`src/hw/rtl/fqd_pkg.sv`:
```
package fqd_pkg;

    // Queue geometry.
    localparam int DEPTH = 16;
    localparam int WIDTH = 32;

    // Port field widths.
    localparam int CMD_W   = 2;
    localparam int VALUE_W = 32;
    localparam int STAT_W  = 2;
    localparam int DOUT_W  = 32;
    localparam int LEN_W   = 5;

    // The count must be able to hold DEPTH itself.
    localparam int CNT_W = $clog2(DEPTH + 1);

    typedef enum logic [CMD_W-1:0] {
        CMD_ENQ = 2'd0,
        CMD_DEQ = 2'd1,
        CMD_DEL = 2'd2
    } cmd_t;

    typedef enum logic [STAT_W-1:0] {
        STAT_OK       = 2'd0,
        STAT_NULL     = 2'd1,
        STAT_NOTFOUND = 2'd2,
        STAT_FULL     = 2'd3
    } status_t;

    // Control that the top level broadcasts to every cell.
    typedef struct packed {
        logic compare_en;
        logic use_match;
        logic shift_en;
        logic write_en;
    } cell_ctl_t;

endpackage

```
`src/hw/rtl/fqd_cell.sv`:
```
module fqd_cell
    import fqd_pkg::*;
(
    input  logic             clk,
    input  logic             rst_n,
    input  cell_ctl_t        ctl,
    input  logic             slot_valid,
    input  logic             slot_sel,
    input  logic [WIDTH-1:0] cmp_word,
    input  logic [WIDTH-1:0] wr_word,
    input  logic [WIDTH-1:0] right_data,
    input  logic             hit_in,
    output logic             hit_out,
    output logic [WIDTH-1:0] data
);

    logic [WIDTH-1:0] data_reg;
    logic             match_reg;
    logic             match_next;
    logic             take_right;

    // A cell moves up once the removed entry is at or ahead of it.
    assign hit_out    = hit_in | (match_reg & ctl.use_match);
    assign take_right = ctl.shift_en & hit_out;
    assign match_next = ctl.compare_en ? (slot_valid && (data_reg == cmp_word)) : match_reg;
    assign data       = data_reg;

    always_ff @(posedge clk or negedge rst_n)
    begin
        if (!rst_n)
        begin
            match_reg <= 1'b0;
        end
        else
        begin
            match_reg <= match_next;
        end
    end

    always_ff @(posedge clk)
    begin
        if (take_right)
        begin
            data_reg <= right_data;
        end
        else if (ctl.write_en && slot_sel)
        begin
            data_reg <= wr_word;
        end
    end

endmodule

```
`src/hw/rtl/fifo_queue_with_delete.sv`:
```
// First-in first-out queue of data words with delete by value.
// Input channel (in_valid, in_stall, cmd, value): cmd selects enqueue at the
// tail, dequeue of the head, or removal of the oldest entry equal to value.
// A value of zero is a null word and is refused by enqueue and delete.
// Output channel (out_valid, out_stall, status, data_out, length): exactly one
// result transfer for every input transfer, in order.
// Storage is a row of identical cells, head in cell zero. In the cycle of an
// input transfer every cell compares its word with value. In the next cycle a
// hit chain runs from the head toward the tail, and every cell at or behind
// the removed entry takes the word of its right neighbor, closing the gap.
// An item therefore passes through the compare cycle and then the chain cycle.
// The result is registered when the chain cycle completes; no new item is
// accepted until then.
// When the receiver stalls, the result register holds; the next item may still
// be taken and compared, but it waits before the chain cycle until the held
// result has been transferred.
// Reset empties the queue and clears all handshake state; the cell words are
// not cleared and are never read before they are written.
module fifo_queue_with_delete
    import fqd_pkg::*;
(
    input  logic               clk,
    input  logic               rst_n,
    input  logic               in_valid,
    output logic               in_stall,
    input  logic [CMD_W-1:0]   cmd,
    input  logic [VALUE_W-1:0] value,
    output logic               out_valid,
    input  logic               out_stall,
    output logic [STAT_W-1:0]  status,
    output logic [DOUT_W-1:0]  data_out,
    output logic [LEN_W-1:0]   length
);

    typedef enum logic [1:0] {
        ST_IDLE = 2'b01,
        ST_EXEC = 2'b10
    } state_t;

    state_t             state_reg;
    state_t             state_next;
    logic [CNT_W-1:0]   count_reg;
    logic [CNT_W-1:0]   count_next;
    logic [CMD_W-1:0]   cmd_reg;
    logic [WIDTH-1:0]   word_reg;

    logic               out_valid_reg;
    logic               out_valid_next;
    logic [STAT_W-1:0]  status_reg;
    logic [DOUT_W-1:0]  data_out_reg;
    logic [LEN_W-1:0]   length_reg;

    logic               accept;
    logic               commit;
    logic               word_null;
    logic               enq_ok;
    logic               rm_ok;
    status_t            res_status;
    logic [DOUT_W-1:0]  res_data;
    cell_ctl_t          ctl;

    logic [WIDTH-1:0]   cell_data [DEPTH];
    logic [DEPTH:0]     hit;

    // One item at a time: the block accepts only while no item is being executed.
    assign in_stall = (state_reg != ST_IDLE);
    assign accept   = in_valid && !in_stall;

    // The chain cycle completes only if the result register can take the result.
    assign commit   = (state_reg == ST_EXEC) && (!out_valid_reg || !out_stall);

    assign word_null = (word_reg == '0);

    // A dequeue removes the head, so the chain is started at cell zero.
    assign hit[0] = (cmd_reg == CMD_DEQ);

    always_comb
    begin
        enq_ok     = 1'b0;
        rm_ok      = 1'b0;
        res_status = STAT_NULL;
        res_data   = '0;
        case (cmd_reg)
            CMD_ENQ:
            begin
                if (word_null)
                begin
                    res_status = STAT_NULL;
                end
                else if (count_reg == CNT_W'(DEPTH))
                begin
                    res_status = STAT_FULL;
                end
                else
                begin
                    enq_ok     = 1'b1;
                    res_status = STAT_OK;
                end
            end
            CMD_DEQ:
            begin
                if (count_reg != '0)
                begin
                    rm_ok      = 1'b1;
                    res_status = STAT_OK;
                    res_data   = DOUT_W'(cell_data[0]);
                end
            end
            CMD_DEL:
            begin
                if (word_null)
                begin
                    res_status = STAT_NULL;
                end
                else if (hit[DEPTH])
                begin
                    rm_ok      = 1'b1;
                    res_status = STAT_OK;
                end
                else
                begin
                    res_status = STAT_NOTFOUND;
                end
            end
            default:
            begin
                res_status = STAT_NULL;
            end
        endcase
    end

    always_comb
    begin
        ctl.compare_en = accept;
        ctl.use_match  = (cmd_reg == CMD_DEL);
        ctl.shift_en   = commit && rm_ok;
        ctl.write_en   = commit && enq_ok;
    end

    always_comb
    begin
        count_next = count_reg;
        if (commit && enq_ok)
        begin
            count_next = count_reg + CNT_W'(1);
        end
        else if (commit && rm_ok)
        begin
            count_next = count_reg - CNT_W'(1);
        end
    end

    always_comb
    begin
        state_next = state_reg;
        unique case (state_reg)
            ST_IDLE:
            begin
                if (accept)
                begin
                    state_next = ST_EXEC;
                end
            end
            ST_EXEC:
            begin
                if (commit)
                begin
                    state_next = ST_IDLE;
                end
            end
        endcase
    end

    assign out_valid_next = commit || (out_valid_reg && out_stall);

    // Row of cells; cell i is occupied while i is below the count.
    for (genvar i = 0; i < DEPTH; i++)
    begin : g_cell
        logic [WIDTH-1:0] right_word;

        if (i == DEPTH - 1)
        begin : g_last
            assign right_word = '0;
        end
        else
        begin : g_mid
            assign right_word = cell_data[i+1];
        end

        fqd_cell u_cell (
            .clk        (clk),
            .rst_n      (rst_n),
            .ctl        (ctl),
            .slot_valid (CNT_W'(i) < count_reg),
            .slot_sel   (CNT_W'(i) == count_reg),
            .cmp_word   (value[WIDTH-1:0]),
            .wr_word    (word_reg),
            .right_data (right_word),
            .hit_in     (hit[i]),
            .hit_out    (hit[i+1]),
            .data       (cell_data[i])
        );
    end

    always_ff @(posedge clk or negedge rst_n)
    begin
        if (!rst_n)
        begin
            state_reg     <= ST_IDLE;
            count_reg     <= '0;
            out_valid_reg <= 1'b0;
        end
        else
        begin
            state_reg     <= state_next;
            count_reg     <= count_next;
            out_valid_reg <= out_valid_next;
        end
    end

    always_ff @(posedge clk)
    begin
        if (accept)
        begin
            cmd_reg  <= cmd;
            word_reg <= value[WIDTH-1:0];
        end
        if (commit)
        begin
            status_reg   <= res_status;
            data_out_reg <= res_data;
            length_reg   <= LEN_W'(count_next);
        end
    end

    assign out_valid = out_valid_reg;
    assign status    = status_reg;
    assign data_out  = data_out_reg;
    assign length    = length_reg;

endmodule

```
`config.mk`:
```
export PLATFORM = sky130hd
export DESIGN_NAME = fifo_queue_with_delete
export DESIGN_NICKNAME = d
export VERILOG_FILES = /design/src/hw/rtl/fqd_pkg.sv /design/src/hw/rtl/fqd_cell.sv /design/src/hw/rtl/fifo_queue_with_delete.sv
export SDC_FILE = /design/constraint.sdc
export NUM_CORES = 1
export LEC_CHECK = 0
export BUFFER_PORTS_ARGS = -buffer_cell sky130_fd_sc_hd__buf_2
export CELL_PAD_IN_SITES_DETAIL_PLACEMENT = 1
export CELL_PAD_IN_SITES_GLOBAL_PLACEMENT = 1
export CORE_ASPECT_RATIO = 0.7
export CORE_UTILIZATION = 35
export DETAILED_ROUTE_END_ITERATION = 6
export PLACE_DENSITY_LB_ADDON = 0.1
export SETUP_SLACK_MARGIN = 0.1
export SKIP_CTS_REPAIR_TIMING = 1
export SLEW_MARGIN = 20
export SYNTH_ARGS = -nofsm -noshare
export SYNTH_HDL_FRONTEND = slang
export SYNTH_SLANG_ARGS = --single-unit
```
`constraint.sdc`:
```
create_clock -name clk -period 7.1 [get_ports clk]
set_clock_uncertainty 0.2 [all_clocks]
set_input_delay 1.065 -clock clk [delete_from_list [all_inputs] [get_ports clk]]
set_output_delay 1.065 -clock clk [all_outputs]
set_load 0.05 [all_outputs]
```
==> results.yml <==
outcome:
  status: "finished, final reports clean"
hold_path:
  worstHoldStart: "g_cell[7].u_cell.match_reg"
  worstHoldPathType: "reg2reg"
  holdPathEnd: "g_cell[7].u_cell.match_reg"
  whs_path_depth: 2
routing:
  vias: 19849
  wire_per_inst_um: 35.5
  antenna_left: 0
  first_pass_iters: 5
  post-route-drc-count: 0
  via_per_inst: 5.55
  wl_mm: 127
  drt_iter0_markers: 2235
worst_setup_path:
  worst_path_max_delay_cell: "nor2b_4"
  endpoint_kind: "flop"
  worstReg2RegStart: "count_reg[2]"
  max_stage_delay_ps: 940
  critPathLaunchType: "flop"
  crit_family: "simple AND/OR/NAND/NOR gates"
  worst-path-buf-inv: 0
  r2r_cells: 6
  r2r-end: "g_cell[5].u_cell.data[28]"
  cpMostUsedCell: "nor3_2"
  crit_chain: "nor3_2 > a21boi_4 > nor3_2 > nor3_4 > nor2b_4 > or2_2"
  reg2reg_slack_ps: 2140
  crit_path_max_fanout: 34
  worst_ep_arrival_time_ps: 5010
  crit_type: "reg2reg"
  cp_data_required_time_ps: 7150
yosys:
  synthesis.area_sq_um: 31900
  yosys.area.top_type: "edfxtp_1"
  synth_fp_nets: 2274
  synthArstFlopShare_pct: 3.94
  ys_seq_area_share_pct: 55.9
  synth.top_cell.area_share_pct: 52.0
  synth_edf_count: 553
  ys_ff_latch: 609
  synthCells: 2227
  syn_avg_cell_area_sq_um: 14.3
  synth_top_cells_by_area: "edfxtp_1 (52%), mux2_2 (13%), xnor2_1 (7.8%)"
  yosys_warnings: 0
  post_synth_num_cell_types: 52
  ys_top_cells_by_count: "edfxtp_1 (553), mux2_2 (365), xnor2_1 (284), xor2_1 (231), mux2_4 (116)"
  synth_most_common_cell: "edfxtp_1"
  ys.flop_type: "edfxtp_1"
sta:
  slew_headroom_pct: 28.8
  rsz0062_at_grt: "false"
  fin_tns_setup_ps: 0
  finalSetupViolCount: 0
  finalCriticalPeriod_ps: 4960
  fin_crit_sh_pct: 69.8
  tightest_slew_ps: 1070
  report.final.slew_viol_count: 0
  clock.fmax_mhz: 202
  fin_ws_ps: 2140
  whs_ps: 289
  hold_viol: 0
clock_tree:
  cts_tree: "done"
  clock_path_buffers: 3
  path_clk_slew_ps: 60
  clock-sinks: 609
  cts-buffers-inserted: 69
  root_buffer: "clkbuf_16"
  clk_latency_ps: 630
  htreeDepth: 3
floorplanning:
  fp.coreArea_sq_um: 90100
  die_w_um: 363
  row_count: 92
  fp.dieH_um: 255
  start_util_pct: 35.4
  die-area_sq_um: 92400
  pin_count: 79
grt:
  grt_pass1_vias: 19694
  grt_pass1_wl_mm: 171
  grt_max_degree: 40
  antenna_found_initial: 13
  grt_use_total_pct: 27.4
  grt_overflow_total: 0
placement:
  placed_area_sq_um: 33800
  port_buffers: 78
  gp_congestion: 0.883
  pre_cts_ws_ps: 1760
  dpl.hpwl_mm: 83.8
pwr:
  switching_power_mw: 3.05
  switching_share_pct: 31.2
  internal_power_mw: 6.72
  p_clk_share_pct: 35.9
  powerDensity_nw_per_um2: 270
  pwr-share-seq_pct: 44.8
  p_total_mw: 9.77
  leakage_nw: 12.2
  vdd_ir_drop_max_mv: 0.158
  power_frac_comb_pct: 19.4
layout:
  drive_above_1_share_pct: 33.0
  largest_reg_flops: 512
  design_area_sq_um: 36100
  area_growth_syn_to_layout_pct: 13.1
  fin_nets: 2343
  n_fill_cell: 9098
run:
  cap_violations: 0
## logic make-up after synthesis
family          synth area share, %
compound gates                 1.62
buf+inv                        2.68
flops                          55.9
xor+xnor                       14.1
simple gates                   5.92
fa+ha+maj                     0.353
mux                            19.4
## layout by cell type, fill, tap and decap left out, types with 23 or more instances in the layout
cell,count
and2_1,33
nand4_1,85
mux2i_1,33
nor2_1,44
xor2_1,231
dfxtp_1,32
buf_4,84
edfxtp_1,553
dfrtp_1,23
mux2_2,365
nand2_1,35
xnor2_1,284
clkbuf_16,72
clkbuf_1,24
nor4_1,75
mux2_4,116
buf_2,78
## per-layer routing
layer  GRT usage, %  wire length (um)  share of wire [%]
met1           42.4             62200                 49
met2           37.2             50200                 40
met3           7.06             11400                8.9
met4           7.08              3030                2.4
met5              0                 0                  0
## worst max-delay path by stage
stage                                end  slack (ps)  cells after the start         start
6_report       g_cell[5].u_cell.data[28]        2140                      6  count_reg[2]
5_1_grt        g_cell[5].u_cell.data[11]        1890                      7    cmd_reg[1]
4_1_cts        g_cell[5].u_cell.data[11]        1760                      7    cmd_reg[1]
3_5_place_dp   g_cell[5].u_cell.data[29]        1760                      7    cmd_reg[1]
3_3_place_gp    g_cell[5].u_cell.data[0]        1970                      7    cmd_reg[1]
2_1_floorplan  g_cell[12].u_cell.data[0]         170                      5     out_stall
## worst reg2reg max path: cells and delay by family, from the launching register on
family             cells  cell delay (ps)
and+or+nand+nor        5             2960
DFF                    1              730
AOI/OAI and AO/OA      1              670
## layout make-up
type                    count  area (sq um)  share of cell area, %
clock inverters            25           156                  0.433
repair buffers            167          1150                   3.19
diodes                      4          10.0                 0.0277
well taps                1222          1530                   4.23
inverters                  11          41.3                  0.114
clock buffers             101          1960                   5.43
multi-input cells        1438         13400                   37.1
flip-flops and latches    609         17800                   49.4
## metrics by stage
step                      utilization (%)  std cells
final                                40.1       3577
after global routing                 40.1       3573
after CTS                            39.9       3568
after detailed placement             37.5       3442
after global placement               37.5       3442
after floorplan                         -       2227
## power groups by stage
stage	combinational (mW)	sequential, mW	clock, mW
after CTS	1.87	4.37	3.56
after global routing	1.96	4.39	3.67
after detailed placement	1.86	4.45	0
after floorplan	0.814	4.71	0
final	1.89	4.37	3.51
after global placement	1.85	4.44	0
(Power assumes the default switching activity.)
